**src/rtl/sdes_pkg.sv**
```systemverilog
// shared types, constants and bit-selection helpers for the s-des cbc byte cipher
`timescale 1ns / 1ps

package sdes_pkg;

	localparam int KEY_W   = 10;
	localparam int BYTE_W  = 8;
	localparam int HALF_W  = 4;
	localparam int CFG_W   = 10;
	localparam int CFG_IDX_W = 2;

	typedef logic [KEY_W-1:0]  key_t;
	typedef logic [BYTE_W-1:0] byte_t;
	typedef logic [HALF_W-1:0] half_t;
	typedef logic [CFG_IDX_W-1:0] cfg_idx_t;

	// configuration register indexes
	localparam cfg_idx_t CFG_CIPHER_KEY   = 2'd0;
	localparam cfg_idx_t CFG_INIT_VECTOR  = 2'd1;
	localparam cfg_idx_t CFG_DECRYPT_MODE = 2'd2;

	// bit positions (0 = lsb), listed from result msb down to lsb
	typedef logic [3:0] sel_arr_t [BYTE_W];

	localparam sel_arr_t SEL_KEY_ONE = '{4'd9, 4'd3, 4'd1, 4'd6, 4'd2, 4'd7, 4'd0, 4'd4};
	localparam sel_arr_t SEL_KEY_TWO = '{4'd2, 4'd7, 4'd4, 4'd5, 4'd0, 4'd8, 4'd1, 4'd9};
	localparam sel_arr_t SEL_IP      = '{4'd6, 4'd2, 4'd5, 4'd7, 4'd4, 4'd0, 4'd3, 4'd1};
	localparam sel_arr_t SEL_IP_INV  = '{4'd4, 4'd7, 4'd5, 4'd3, 4'd1, 4'd6, 4'd0, 4'd2};

	typedef logic [1:0] sbox_arr_t [16];

	localparam sbox_arr_t SBOX_ZERO = '{
		2'd1, 2'd0, 2'd3, 2'd2, 2'd3, 2'd2, 2'd1, 2'd0,
		2'd0, 2'd2, 2'd1, 2'd3, 2'd3, 2'd1, 2'd3, 2'd2
	};
	localparam sbox_arr_t SBOX_ONE = '{
		2'd0, 2'd1, 2'd2, 2'd3, 2'd2, 2'd0, 2'd1, 2'd3,
		2'd3, 2'd0, 2'd1, 2'd0, 2'd2, 2'd1, 2'd0, 2'd3
	};

	// gather eight bits of a key-wide source by a fixed selection
	function automatic byte_t pick_bits(input key_t src, input sel_arr_t sel);
		byte_t acc;
		acc = '0;
		for (int i = 0; i < BYTE_W; i++) begin
			acc[BYTE_W-1-i] = src[sel[i]];
		end
		return acc;
	endfunction

endpackage

```
**src/rtl/sdes_round.sv**
```systemverilog
// s-des round function: expansion, subkey mix, two s-boxes and p4
`timescale 1ns / 1ps

module sdes_round (
	input  sdes_pkg::half_t half_in,
	input  sdes_pkg::byte_t subkey,
	output sdes_pkg::half_t f_out
);
	import sdes_pkg::*;

	byte_t      ep;
	logic [3:0] idx0;
	logic [3:0] idx1;
	logic [1:0] s0;
	logic [1:0] s1;

	always_comb begin
		// expansion/permutation of the half, then subkey mix
		ep   = {half_in[0], half_in[3], half_in[2], half_in[1],
			half_in[2], half_in[1], half_in[0], half_in[3]} ^ subkey;
		idx0 = {ep[7], ep[4], ep[6], ep[5]};
		idx1 = {ep[3], ep[0], ep[2], ep[1]};
		s0   = SBOX_ZERO[idx0];
		s1   = SBOX_ONE[idx1];
		f_out = {s0[0], s1[0], s1[1], s0[1]};
	end

endmodule

```
**src/rtl/sdes_block.sv**
```systemverilog
// s-des block cipher on one byte: ip, two feistel rounds, inverse ip
`timescale 1ns / 1ps

module sdes_block (
	input  sdes_pkg::byte_t din,
	input  sdes_pkg::byte_t key_a,
	input  sdes_pkg::byte_t key_b,
	output sdes_pkg::byte_t dout
);
	import sdes_pkg::*;

	byte_t x;
	half_t f1;
	half_t f2;
	half_t mixed;
	half_t left2;

	assign x = pick_bits({{(KEY_W-BYTE_W){1'b0}}, din}, SEL_IP);

	sdes_round u_round1 (
		.half_in (x[3:0]),
		.subkey  (key_a),
		.f_out   (f1)
	);

	assign mixed = x[7:4] ^ f1;

	// halves swapped between rounds
	sdes_round u_round2 (
		.half_in (mixed),
		.subkey  (key_b),
		.f_out   (f2)
	);

	assign left2 = x[3:0] ^ f2;
	assign dout  = pick_bits({{(KEY_W-BYTE_W){1'b0}}, left2, mixed}, SEL_IP_INV);

endmodule

```
**src/rtl/sdes_cbc_byte_cipher_core.sv**
```systemverilog
// top level: s-des cbc byte cipher with input register, cipher logic and result register
`timescale 1ns / 1ps

// simplified des in cbc mode, one byte per word. a word enters the input
// register, passes the whole cipher (ip, two feistel rounds, inverse ip)
// plus the cbc xor in combinational logic, and lands in the result register.
// a new byte can be taken every cycle while out_stall is low (one byte per
// clock sustained). the rate is set by the chaining loop: the chain register
// is updated from the cipher output at the same edge that moves a byte into
// the result register, and the next byte reads it in the following cycle.
// encrypt: result = E(data ^ prev), chain keeps the result. decrypt:
// result = D(data) ^ prev with swapped subkeys, chain keeps the incoming
// byte. prev is init_vector when message_start is set, otherwise the chain
// register (zero after reset). configuration registers are written through
// cfg_we/cfg_index/cfg_data and should only be changed while no byte is in
// flight; writes to unused indexes are ignored.
module sdes_cbc_byte_cipher_core (
	input  logic                  clk,
	input  logic                  arst_n,

	// configuration write port
	input  logic                  cfg_we,
	input  sdes_pkg::cfg_idx_t    cfg_index,
	input  logic [sdes_pkg::CFG_W-1:0] cfg_data,

	// input words
	input  logic                  in_valid,
	output logic                  in_stall,
	input  sdes_pkg::byte_t       data_byte,
	input  logic                  message_start,

	// result words
	output logic                  out_valid,
	input  logic                  out_stall,
	output sdes_pkg::byte_t       result_byte
);
	import sdes_pkg::*;

	// configuration registers
	key_t  key_q;
	byte_t iv_q;
	logic  decrypt_q;

	// cbc chain register
	byte_t chain_q;

	// input stage
	logic  valid_s1;
	byte_t data_s1;
	logic  start_s1;

	// result stage
	logic  valid_s2;
	byte_t result_s2;

	// datapath
	byte_t k1;
	byte_t k2;
	byte_t prev;
	byte_t cipher_in;
	byte_t key_a;
	byte_t key_b;
	byte_t cipher_out;
	byte_t result_next;
	byte_t chain_next;

	logic  load_s2;
	logic  load_s1;

	// result register may take a new word when empty or being drained
	assign load_s2  = valid_s1 && (!valid_s2 || !out_stall);
	// input register frees up when its word moves on
	assign in_stall = valid_s1 && !load_s2;
	assign load_s1  = in_valid && !in_stall;

	assign out_valid   = valid_s2;
	assign result_byte = result_s2;

	// configuration writes
	always_ff @(posedge clk or negedge arst_n) begin
		if (!arst_n) begin
			key_q     <= '0;
			iv_q      <= '0;
			decrypt_q <= 1'b0;
		end else if (cfg_we) begin
			case (cfg_index)
				CFG_CIPHER_KEY:   key_q     <= cfg_data[KEY_W-1:0];
				CFG_INIT_VECTOR:  iv_q      <= cfg_data[BYTE_W-1:0];
				CFG_DECRYPT_MODE: decrypt_q <= cfg_data[0];
				default: ;
			endcase
		end
	end

	// subkeys straight from the key register
	assign k1 = pick_bits(key_q, SEL_KEY_ONE);
	assign k2 = pick_bits(key_q, SEL_KEY_TWO);

	always_comb begin
		prev      = start_s1 ? iv_q : chain_q;
		cipher_in = decrypt_q ? data_s1 : (data_s1 ^ prev);
		key_a     = decrypt_q ? k2 : k1;
		key_b     = decrypt_q ? k1 : k2;
	end

	sdes_block u_block (
		.din   (cipher_in),
		.key_a (key_a),
		.key_b (key_b),
		.dout  (cipher_out)
	);

	always_comb begin
		result_next = decrypt_q ? (cipher_out ^ prev) : cipher_out;
		// chain always keeps the ciphertext side of the byte
		chain_next  = decrypt_q ? data_s1 : cipher_out;
	end

	// control state
	always_ff @(posedge clk or negedge arst_n) begin
		if (!arst_n) begin
			valid_s1 <= 1'b0;
			valid_s2 <= 1'b0;
			chain_q  <= '0;
		end else begin
			if (load_s1) begin
				valid_s1 <= 1'b1;
			end else if (load_s2) begin
				valid_s1 <= 1'b0;
			end
			if (load_s2) begin
				valid_s2 <= 1'b1;
				chain_q  <= chain_next;
			end else if (!out_stall) begin
				valid_s2 <= 1'b0;
			end
		end
	end

	// payload registers
	always_ff @(posedge clk) begin
		if (load_s1) begin
			data_s1  <= data_byte;
			start_s1 <= message_start;
		end
		if (load_s2) begin
			result_s2 <= result_next;
		end
	end

endmodule

```
**config.mk**
```make
export PLATFORM = sky130hd
export DESIGN_NAME = sdes_cbc_byte_cipher_core
export DESIGN_NICKNAME = d
export VERILOG_FILES = /design/src/rtl/sdes_pkg.sv /design/src/rtl/sdes_round.sv /design/src/rtl/sdes_block.sv /design/src/rtl/sdes_cbc_byte_cipher_core.sv
export SDC_FILE = /design/constraint.sdc
export NUM_CORES = 1
export LEC_CHECK = 0
export BUFFER_PORTS_ARGS = -buffer_cell sky130_fd_sc_hd__buf_2
export CELL_PAD_IN_SITES_DETAIL_PLACEMENT = 0
export CELL_PAD_IN_SITES_GLOBAL_PLACEMENT = 2
export CORE_ASPECT_RATIO = 1.4
export CORE_MARGIN = 5
export CORE_UTILIZATION = 35
export DETAILED_ROUTE_END_ITERATION = 12
export PLACE_DENSITY = 0.79
export SLEW_MARGIN = 20
export SYNTH_ARGS = -nofsm -noshare
export SYNTH_HDL_FRONTEND = slang
export SYNTH_SLANG_ARGS = --single-unit
```
**constraint.sdc**
```tcl
create_clock -name clk -period 3.45 [get_ports clk]
set_clock_uncertainty 0.05 [all_clocks]
set_input_delay 0.345 -clock clk [delete_from_list [all_inputs] [get_ports clk]]
set_output_delay 0.345 -clock clk [all_outputs]
set_load 0.03 [all_outputs]
```
# After elaboration in Yosys (flattened, before gate mapping)
# Memories as Yosys holds them, arrays and structs flattened.
# Cells that the tools add are included.
# Widths: inputs -> output; s select.
dict set report word_totals {
  elab_cells 61
  ff_bits 46
  n_memories 4
  mem_bits_ro 128
  input_bits 26
}
# memory depth width read_ports rd_clocked_by_memory_dff write_ports line
set memory_table {}
lappend memory_table {{(name not given)} 16 2 1 0 0 sdes_round.sv:24} ;# s1 = SBOX_ONE[idx1];
lappend memory_table {{(name not given)} 16 2 1 0 0 sdes_round.sv:23} ;# s0 = SBOX_ZERO[idx0];
lappend memory_table {{(name not given)} 16 2 1 0 0 sdes_round.sv:23}
lappend memory_table {{(name not given)} 16 2 1 0 0 sdes_round.sv:24}
dict set report classes {
  magnitude_cmp 4
  reduce_logical 13
  n_bitwise 10
  n_mux 18
  eq_ne 3
}
# operator count
set ops {}
lappend ops {{$mux 8} 6}
lappend ops {{$xor 8x8->8} 4}
lappend ops {{$ge 5x5->1 const B} 4}
lappend ops {{$not 4->5} 4}
lappend ops {{$mux 2} 8}
lappend ops {{$xor 4x4->4} 2}
lappend ops {{$reduce_and 2->1} 3}
lappend ops {{$logic_not 1->1} 4}
lappend ops {{$mux 1} 4}
lappend ops {{$logic_and 1x1->1} 3}
lappend ops {{$eq 2x1->1 const B} 1}
lappend ops {{$eq 2x2->1 const B} 1}
lappend ops {{$logic_not 2->1} 1}
lappend ops {{$ne 2x1->1 const B} 1}
lappend ops {{$reduce_bool 2->1} 1}
lappend ops {{$logic_or 1x1->1} 1}

# Logic depth before layout (Yosys ltp)
# Gate-level depths: netlist of run 1.
dict set report logic_depth {
  depth_word 17
  mapped_depth 16
}

# Hierarchy
# A second synthesis of run 1 with hierarchy kept.
dict set report unflattened {
  cells_unflattened 236
  area_unflattened_um2 2676.3
}
# mod instances cells_per_inst area_each_um2
set by_module_without_submodules {}
lappend by_module_without_submodules {sdes_cbc_byte_cipher_core 1 180 2210.9}
lappend by_module_without_submodules {sdes_round 2 24 197.7}
lappend by_module_without_submodules {sdes_block 1 8 70.1}

# Least setup slack after synthesis of run 1
# OpenSTA, ideal clock, no wires.
dict set report synth_timing {
  path_type {reg-to-reg}
  start {register decrypt_q}
  end {register result_s2[5], in the netlist result_byte[5], data pin}
  period_less_slack_ns 3.283
  n_path_buf 2
  slack_ns 0.167
  stages_incl_launch_ff 16
  required_time_ns 3.142
  arrival_time_ns 2.975
  path_cell_list {dfrtp_1 > buf_6 > buf_4 > mux2i_1 > xor2_1 > xnor2_1 > inv_1 > ha_1 > mux2i_1 > xnor2_1 > ha_1 > inv_1 > mux2_2 > mux2i_1 > xor2_1 > xnor2_1}
}
dict set report synth_via {
  elab_chain_len 15
  elab_cells_between_ends 21
}
# item line
set synth_lines {}
lappend synth_lines {{start: declaration} sdes_cbc_byte_cipher_core.sv:42} ;# logic decrypt_q;
lappend synth_lines {{start signal: assignment} sdes_cbc_byte_cipher_core.sv:89} ;# CFG_DECRYPT_MODE: decrypt_q <= cfg_data[0];
lappend synth_lines {{$mux 8 (on tied branches)} {sdes_cbc_byte_cipher_core.sv:101, sdes_cbc_byte_cipher_core.sv:102}}
lappend synth_lines {{$xor 8x8->8} sdes_round.sv:20} ;# half_in[2], half_in[1], half_in[0], half_in[3]} ^ subkey;
lappend synth_lines {{$not 4->5 (on tied branches)} {sdes_round.sv:23, sdes_round.sv:24}}
lappend synth_lines {{$mem_v2 16x2 (on tied branches)} -}
lappend synth_lines {{$mux 2 (on tied branches) (2 in series)} {sdes_round.sv:23, sdes_round.sv:24}}
lappend synth_lines {{$xor 4x4->4} sdes_block.sv:26} ;# assign mixed = x[7:4] ^ f1;
lappend synth_lines {{$xor 8x8->8} sdes_round.sv:20}
lappend synth_lines {{$not 4->5 (not written as such)} sdes_round.sv:24}
lappend synth_lines {{$mem_v2 16x2} -}
lappend synth_lines {{$mux 2 (not written as such) (2 in series)} sdes_round.sv:24}
lappend synth_lines {{$xor 4x4->4} sdes_block.sv:35} ;# assign left2 = x[3:0] ^ f2;
lappend synth_lines {{$xor 8x8->8} sdes_cbc_byte_cipher_core.sv:114} ;# result_next = decrypt_q ? (cipher_out ^ prev) : cipher_out;
lappend synth_lines {{$mux 8 *} sdes_cbc_byte_cipher_core.sv:114}
lappend synth_lines {{via result_next[5]} sdes_cbc_byte_cipher_core.sv:64} ;# byte_t result_next;
lappend synth_lines {{end signal: assignment} sdes_cbc_byte_cipher_core.sv:147} ;# result_s2 <= result_next;
lappend synth_lines {{end: declaration} sdes_cbc_byte_cipher_core.sv:54} ;# byte_t result_s2;
# Mark *: on every way through the listed nets, which the timed path passes. The rest lies on a longest branch. The select of a mux whose other input is x is not followed.
# A chain may end at the register's enable or synchronous reset.

# Worst setup path after layout of run 1
dict set report layout_timing {
  start {register decrypt_q}
  end {register result_s2[7], in the netlist result_byte[7], data pin}
}
dict set report layout_via {
  elab_chain_len 15
  elab_cells_between_ends 21
}
# item line
set layout_lines {}
lappend layout_lines {{$mux 8 (on tied branches)} {sdes_cbc_byte_cipher_core.sv:101, sdes_cbc_byte_cipher_core.sv:102}}
lappend layout_lines {{$xor 8x8->8} sdes_round.sv:20}
lappend layout_lines {{$not 4->5 (on tied branches)} {sdes_round.sv:23, sdes_round.sv:24}}
lappend layout_lines {{$mem_v2 16x2 (on tied branches)} -}
lappend layout_lines {{$mux 2 (on tied branches) (2 in series)} {sdes_round.sv:23, sdes_round.sv:24}}
lappend layout_lines {{$xor 4x4->4} sdes_block.sv:26}
lappend layout_lines {{$xor 8x8->8} sdes_round.sv:20}
lappend layout_lines {{$not 4->5 (not written as such)} sdes_round.sv:23}
lappend layout_lines {{$mem_v2 16x2} -}
lappend layout_lines {{$mux 2 (not written as such) (2 in series)} sdes_round.sv:23}
lappend layout_lines {{$xor 4x4->4} sdes_block.sv:35}
lappend layout_lines {{$xor 8x8->8} sdes_cbc_byte_cipher_core.sv:114}
lappend layout_lines {{$mux 8 *} sdes_cbc_byte_cipher_core.sv:114}
lappend layout_lines {{via result_next[7]} sdes_cbc_byte_cipher_core.sv:64}
# Marks and branches as above.

==> run metrics, run 1 <==
top routing layer in use met4; hold crit path type input port to async pin; most used cell, CP xnor2_1; R2R setup slack 0.20 ns; clock buffer count from CTS 5; Worst EP required 3.44 ns; Fin. Hold Viols 0; Relative slew margins 0.550; CTS root buf clkbuf_16; Final setup viols 0; top fanout value on the critical path 14; Final Util 0.444; drt initial violations 61; depth of the CTS H-tree 2; Seq pwr share 0.209; Worst Tran Pin Value 0.676 ns; Mapped Cells 255; layout overhead on the synthesized area 23.9%; Mean Syn Cell Area 11.5 sq um; Distinct cells, synth 46; commonest cells in the synthesized netlist 33 x xnor2_1, 29 x dfrtp_1, 27 x mux2i_1; CTS tree done; clk sink count 46; worst path cell trace buf_6, mux2i_2, xor2_2, xnor2_4, xor2_1, a221oi_4, buf_4, xnor2_1, or3_1, nand4_1, nand3b_1, xnor2_1; layout cells sized above 1 0.369; maximum vdd drop 0.000436 V; CP max-delay cell dfrtp_2; number of global-route vias before repair 2129; Post-Syn Area 2940 sq um; Sum Neg Setup Slack 0 ns; clock buffer depth 2; CP Launch Type register; Critical Path End result_byte[7]; max incr delay on CP 0.42 ns; initial antenna violation count 0; CTS clk-pin slew, worst paths 0.07 ns; Post-synth ARST share 0.630; All-Layer GR Usage 0.135; r2r worst-path depth 12; Routed Antenna Nets 0; area of the multi-input gates 1720 sq um; pwr dens 1170 nW/um^2; WL met2 3.45 mm; Ys Warns 0; critical path arrival 3.24 ns; CP Class register to register; Filler Cell Count 818; sequential share of the synthesized area 0.420; RR Startpoint decrypt_q; most frequent cell after synthesis xnor2_1; leading area contributor after synthesis dfrtp_1; total number of vias 2005; crit end category register; die width 87.5 um; number of flops mapped to enable cells by yosys 17; GP Congestion 0.802; top cells by area, synth dfrtp_1 25%, edfxtp_1 17%, xnor2_1 9.8%, mux2i_1 9.2%, mux2_2 8.0%; worst r2r dst result_byte[7]; GRT overflow 0; Switching Fraction 0.419; die area 10400 sq um; crit path time final 3.25 ns; I/O Buffers 35; net switching power 1.79 mW; number of max-cap violations 0; final net count 339; Die Height 118 um; crit path from decrypt_q; Int Power 2.49 mW; Logic pwr share 0.652; WHS 0.0437 ns; share of the synthesized area in the top cell type 0.247; first-pass GRT wire length 10.7 mm; DRC viols 0; Top FF cell, synth dfrtp_1; routed length per placed instance 15.8 um; Met1 Wirelength 2.76 mm; Antenna diodes 0; Vias/cell 4.84; period utilisation layout 0.942; clock power share 0.139; dpl hpwl 5.19 mm; Starting Density 0.359; Final WS setup 0.202 ns; Initial DRT Pass Iterations 4; Seq cells post-synth 46; fin. max-slew vios 0; Register Area 1240 sq um; status completed; maximum clock rate 308 MHz; Leak 1.57 nW; worst-skew pair later-pin latency 0.29 ns; Post-CTS Hold Fix Bufs 0; pre-CTS setup slack -0.0276 ns; core outline area 8200 sq um; pin count of the biggest net entering global routing 30; final wirelength 6.56 mm; boundary pin count 36; synthesized net count 283; met3 routed WL 146 um; row count 39
==> placed cells by master, fill, tap and decap left out, types with 3 or more instances in the layout <==
cell type	count
xnor2_2	11
buf_4	21
edfxtp_1	17
clkbuf_16	6
nand3b_1	3
and3_1	5
nor2_1	18
dfrtp_1	28
buf_2	35
o21ai_0	8
mux2_2	21
xor2_1	16
nand2_1	14
xnor2_1	28
mux2i_1	24
inv_1	6
a21oi_1	8
==> routing by layer <==
metal,global-route usage,up-vias
li1,-,1002
met1,0.165,962
met2,0.233,29
met3,0.0202,12
met4,0.0547,0
met5,0,-
==> sequential cells by signal, indices dropped and copies added (netlist names) <==
name / cells
key_q: 10
iv_q: 8
data_s1: 8
out_valid: 1
result_byte: 8
start_s1: 1
valid_s1: 1
chain_q: 8
decrypt_q: 1
==> worst min path at each step <==
stage	to	slack (ns)	cells after the start
2_1_floorplan	chain_q[0]	-0.0006	0
3_3_place_gp	valid_s1	0.37	1
3_5_place_dp	out_valid	0.37	1
4_1_cts	iv_q[1]	0.07	1
5_1_grt	chain_q[5]	0.1	1
6_report	out_valid	0.04	1
==> worst max-delay path: cells and delay by family (launching register included) <==
kind                   cells  cell delay [ns]
AND/OR/NAND/NOR            3             0.68
multiplexers               1             0.26
AO/OA/AOI/OAI              1             0.31
XOR/XNOR                   5             0.89
buffers and inverters      2             0.38
flip-flops                 1             0.42
==> final cells by class <==
type / count / area share
well taps: 102 / 0.0350
clock buffers: 6 / 0.0412
multi-input cells: 194 / 0.472
flip-flops and latches: 46 / 0.340
inverters: 7 / 0.00721
repair buffers: 57 / 0.0944
clock inverters: 2 / 0.0106
==> logic make-up after synthesis <==
group,Yosys count,share of synthesized area
xor gates and xnor gates,58,0.196
and+or+nand+nor,58,0.101
muxes,50,0.181
DFF,46,0.420
AOI/OAI and AO/OA,26,0.0677
buffers and inverters,15,0.0255
adders and majority gates,2,0.00851
==> power groups by stage <==
stage / Sequential (mW) / Combinational (mW) / Clock (mW)
global route: 0.915 / 3.05 / 0.632
CTS: 0.892 / 2.64 / 0.618
global placement: 0.900 / 2.61 / 0
detailed placement: 0.905 / 2.62 / 0
floorplan: 0.982 / 1.93 / 0
finish: 0.895 / 2.79 / 0.593
==> per-stage QoR <==
step,instances,total power [mW],area [sq um]
2_1_floorplan,255,2.91,2940
3_3_place_gp,400,3.51,3310
3_5_place_dp,400,3.53,3310
4_1_cts,411,4.15,3530
5_1_grt,414,4.60,3640
6_report,414,4.28,3640
==> timing repair <==
action	4_1_cts	5_1_grt
pin swaps	0	6
endpoints found under the setup margin	1	6
resized for setup	0	15
buffers inserted	3	3
No activity file was read; power rests on OpenSTA's default activity.
==> run 2: changes to the inputs <==
Settings changed: ABC_AREA set to 1, CELL_PAD_IN_SITES_DETAIL_PLACEMENT 0 to 1, CORE_UTILIZATION 35 to 30, PLACE_DENSITY 0.79 to 0.78.
==> run 2 against run 1 <==
  * Setup slack gained 0.078 ns
  * Combinational power shrank 39%
  * Highest routed layer unchanged
  * Critical endpoint unchanged
  * Synthesized area grew 11%
  * Clock-buffer cell count grew 1
  * Die area grew 27%
  * Sequential power shrank 9.3%
  * Power shrank 29%
  * Worst hold slack lost 0.028 ns
  * Sequential share of layout area shrank 0.86 points
  * Largest cell class unchanged
  * Flip-flop and latch count is the same
  * Largest power group unchanged
==> run metrics, run 2 <==
Worst Tran Pin Value 0.670 ns (-0.00598 ns); worst path cell trace buf_4, nand2_2, nand2_4, nand2_1, nand2_2, nand2_4, nand2_1, nand2_1, ha_1, or2_1, nand3_2, nand2_2, nand2_1, nand2_1, nand2_2, nand2_1, nand2_1, nand2_1, nand2_1, nand2_1, o21ai_1, nand2_1; most common cell after layout, fill and taps aside nand2_1; layout overhead on the synthesized area 14.4%; Initial DRT Pass Iterations 4 (unchanged); Most flops, register key_q; Fin. Hold Viols 0 (unchanged); crit path time final 3.17 ns (-0.0779 ns); Seq cells post-synth 46 (unchanged); crit end category register; Sum Neg Setup Slack 0 ns (unchanged); Relative slew margins 0.552 (+0.00274); clock buffer count from CTS 5 (unchanged); core outline area 10800 sq um (+31%); max incr delay on CP 0.51 ns (+0.09 ns); sequential share of the synthesized area 0.378 (-0.0422); depth of the CTS H-tree 2 (unchanged); Starting Density 0.304 (-0.0548); Top FF cell, synth dfrtp_1; clk sink count 46 (unchanged); Final Util 0.348 (-0.0968); commonest cells in the synthesized netlist 154 x nand2_1, 52 x inv_1, 48 x nand3_1; number of global-route vias before repair 3151 (+48%); final wirelength 9.68 mm (+48%); Post-Syn Area 3270 sq um (+11%); maximum clock rate 315 MHz (+2.5%); pwr dens 814 nW/um^2 (-31%); layout cells sized above 1 0.214 (-0.155); synthesized net count 482 (+70%); Post-CTS Hold Fix Bufs 0 (unchanged); boundary pin count 36 (unchanged); max FFs per register 10 (unchanged); most frequent cell after synthesis nand2_1; Vias/cell 4.70 (-2.9%); Leak 1.94 nW (+23%); Final WS setup 0.280 ns (+0.0779 ns); CTS tree done; period utilisation layout 0.919 (-0.0226); maximum vdd drop 0.000276 V (-37%); CP Launch Type register; commonest cells after routing, fill and taps aside 154 x nand2_1, 52 x inv_1, 48 x nand3_1; status completed; leading area contributor after synthesis dfrtp_1; Register Area 1240 sq um (unchanged); Post-synth ARST share 0.630 (unchanged); pin count of the biggest net entering global routing 30 (unchanged); DRC viols 0 (unchanged); design area 3740 sq um (+2.6%); number of flops mapped to enable cells by yosys 17 (unchanged); Mean Syn Cell Area 7.20 sq um (-38%); Worst EP required 3.45 ns (about the same); WP buf/inv 1 (-1); share of the synthesized area in the top cell type 0.222 (-0.0248); Area after DPL 3560 sq um (+7.5%); clock buffer depth 2 (unchanged); die width 98.2 um (+12%); WHS 0.0157 ns (-0.0279 ns); Antenna diodes 0 (unchanged); area of the multi-input gates 1720 sq um (-0.15%); CP top delay family simple AND/OR/NAND/NOR gates; Die Height 133 um (+13%); Mapped Cells 454 (+78%); dpl hpwl 8.09 mm (+56%); row count 45 (+15%); CTS clk-pin slew, worst paths 0.07 ns (about the same); R2R setup slack 0.28 ns (+0.08 ns); hold crit path type input port to async pin; total number of vias 2973 (+48%); fin. max-slew vios 0 (unchanged); All-Layer GR Usage 0.154 (+0.0186); initial antenna violation count 0 (unchanged); final net count 518 (+53%); Routed Antenna Nets 0 (unchanged); CP max-delay cell edfxtp_1; number of max-cap violations 0 (unchanged); Ys Warns 0 (unchanged); I/O Buffers 35 (unchanged); Distinct cells, synth 32 (-30%); drt initial violations 78 (+28%); top fanout value on the critical path 7 (-7); top cells by area, synth dfrtp_1 22%, nand2_1 18%, edfxtp_1 16%, nand3_1 7.4%, inv_1 6.0%; pre-CTS setup slack 0.156 ns (+0.183 ns); routed length per placed instance 15.3 um (-3.3%); worst-skew pair later-pin latency 0.30 ns (about the same); Final setup viols 0 (unchanged); critical path arrival 3.18 ns (-0.06 ns); CTS root buf clkbuf_16; GRT overflow 0 (unchanged); GP Congestion 0.830 (+3.5%); first-pass GRT wire length 15.9 mm (+48%); most used cell, CP nand2_1; die area 13100 sq um (+27%); CP Class register to register; Filler Cell Count 1361 (+66%); unrepaired setup endpoints after global routing no
[run 2: final timing paths]
kind / from / cells after the start / to
max: start_s1 / 22 / result_byte[7]
min: arst_n / 1 / chain_q[6]
max reg2reg: start_s1 / 22 / result_byte[7]
min reg2reg: iv_q[7] / 2 / iv_q[7]
max in group asynchronous: arst_n / 1 / decrypt_q
min in group clk: data_byte[2] / 1 / data_s1[2]
[run 2: logic make-up (layout without fill, tap and decap cells)]
logic type | after synthesis | in the layout | synth area share
AND/OR/NAND/NOR | 272 | 272 | 0.400
buffers and inverters | 70 | 107 | 0.0965
XOR/XNOR | 9 | 9 | 0.0241
adder cells (fa/ha/maj) | 2 | 2 | 0.00766
flip-flops | 46 | 46 | 0.378
AO/OA/AOI/OAI | 55 | 55 | 0.0934
[run 2: cell type report]
| class | count | share of cell area |
|---|---|---|
| multi-input cells | 338 | 0.459 |
| flip-flops and latches | 46 | 0.331 |
| inverters | 58 | 0.0609 |
| repair buffers | 41 | 0.0589 |
| well taps | 141 | 0.0472 |
| clock buffers | 7 | 0.0412 |
| clock inverters | 1 | 0.00167 |
[run 2: repair_timing]
item | in CTS | in global routing
setup buffers | 0 | 2
gates resized for setup | 0 | 2
setup endpoints to repair | 0 | 2
[run 2: metrics by stage]
| stage | power, mW | cells |
|---|---|---|
| floorplan | 2.08 | 454 |
| global placement | 2.48 | 622 |
| detailed placement | 2.54 | 622 |
| CTS | 3.09 | 630 |
| global route | 3.32 | 632 |
| finish | 3.04 | 632 |
[run 2: layer usage]
metal | share of wire | GRT usage | up-vias
met3 | 0.020 | 0.0157 | 21
met4 | 0.046 | 0.0729 | 0
met5 | 0 | 0 | -
met1 | 0.42 | 0.174 | 1395
met2 | 0.52 | 0.287 | 41
li1 | - | - | 1516
[run 2: report_power, final]
| part | internal (mW) | switching, mW |
|---|---|---|
| registers | 0.736 | 0.0766 |
| logic | 0.535 | 1.16 |
| clock network | 0.314 | 0.227 |
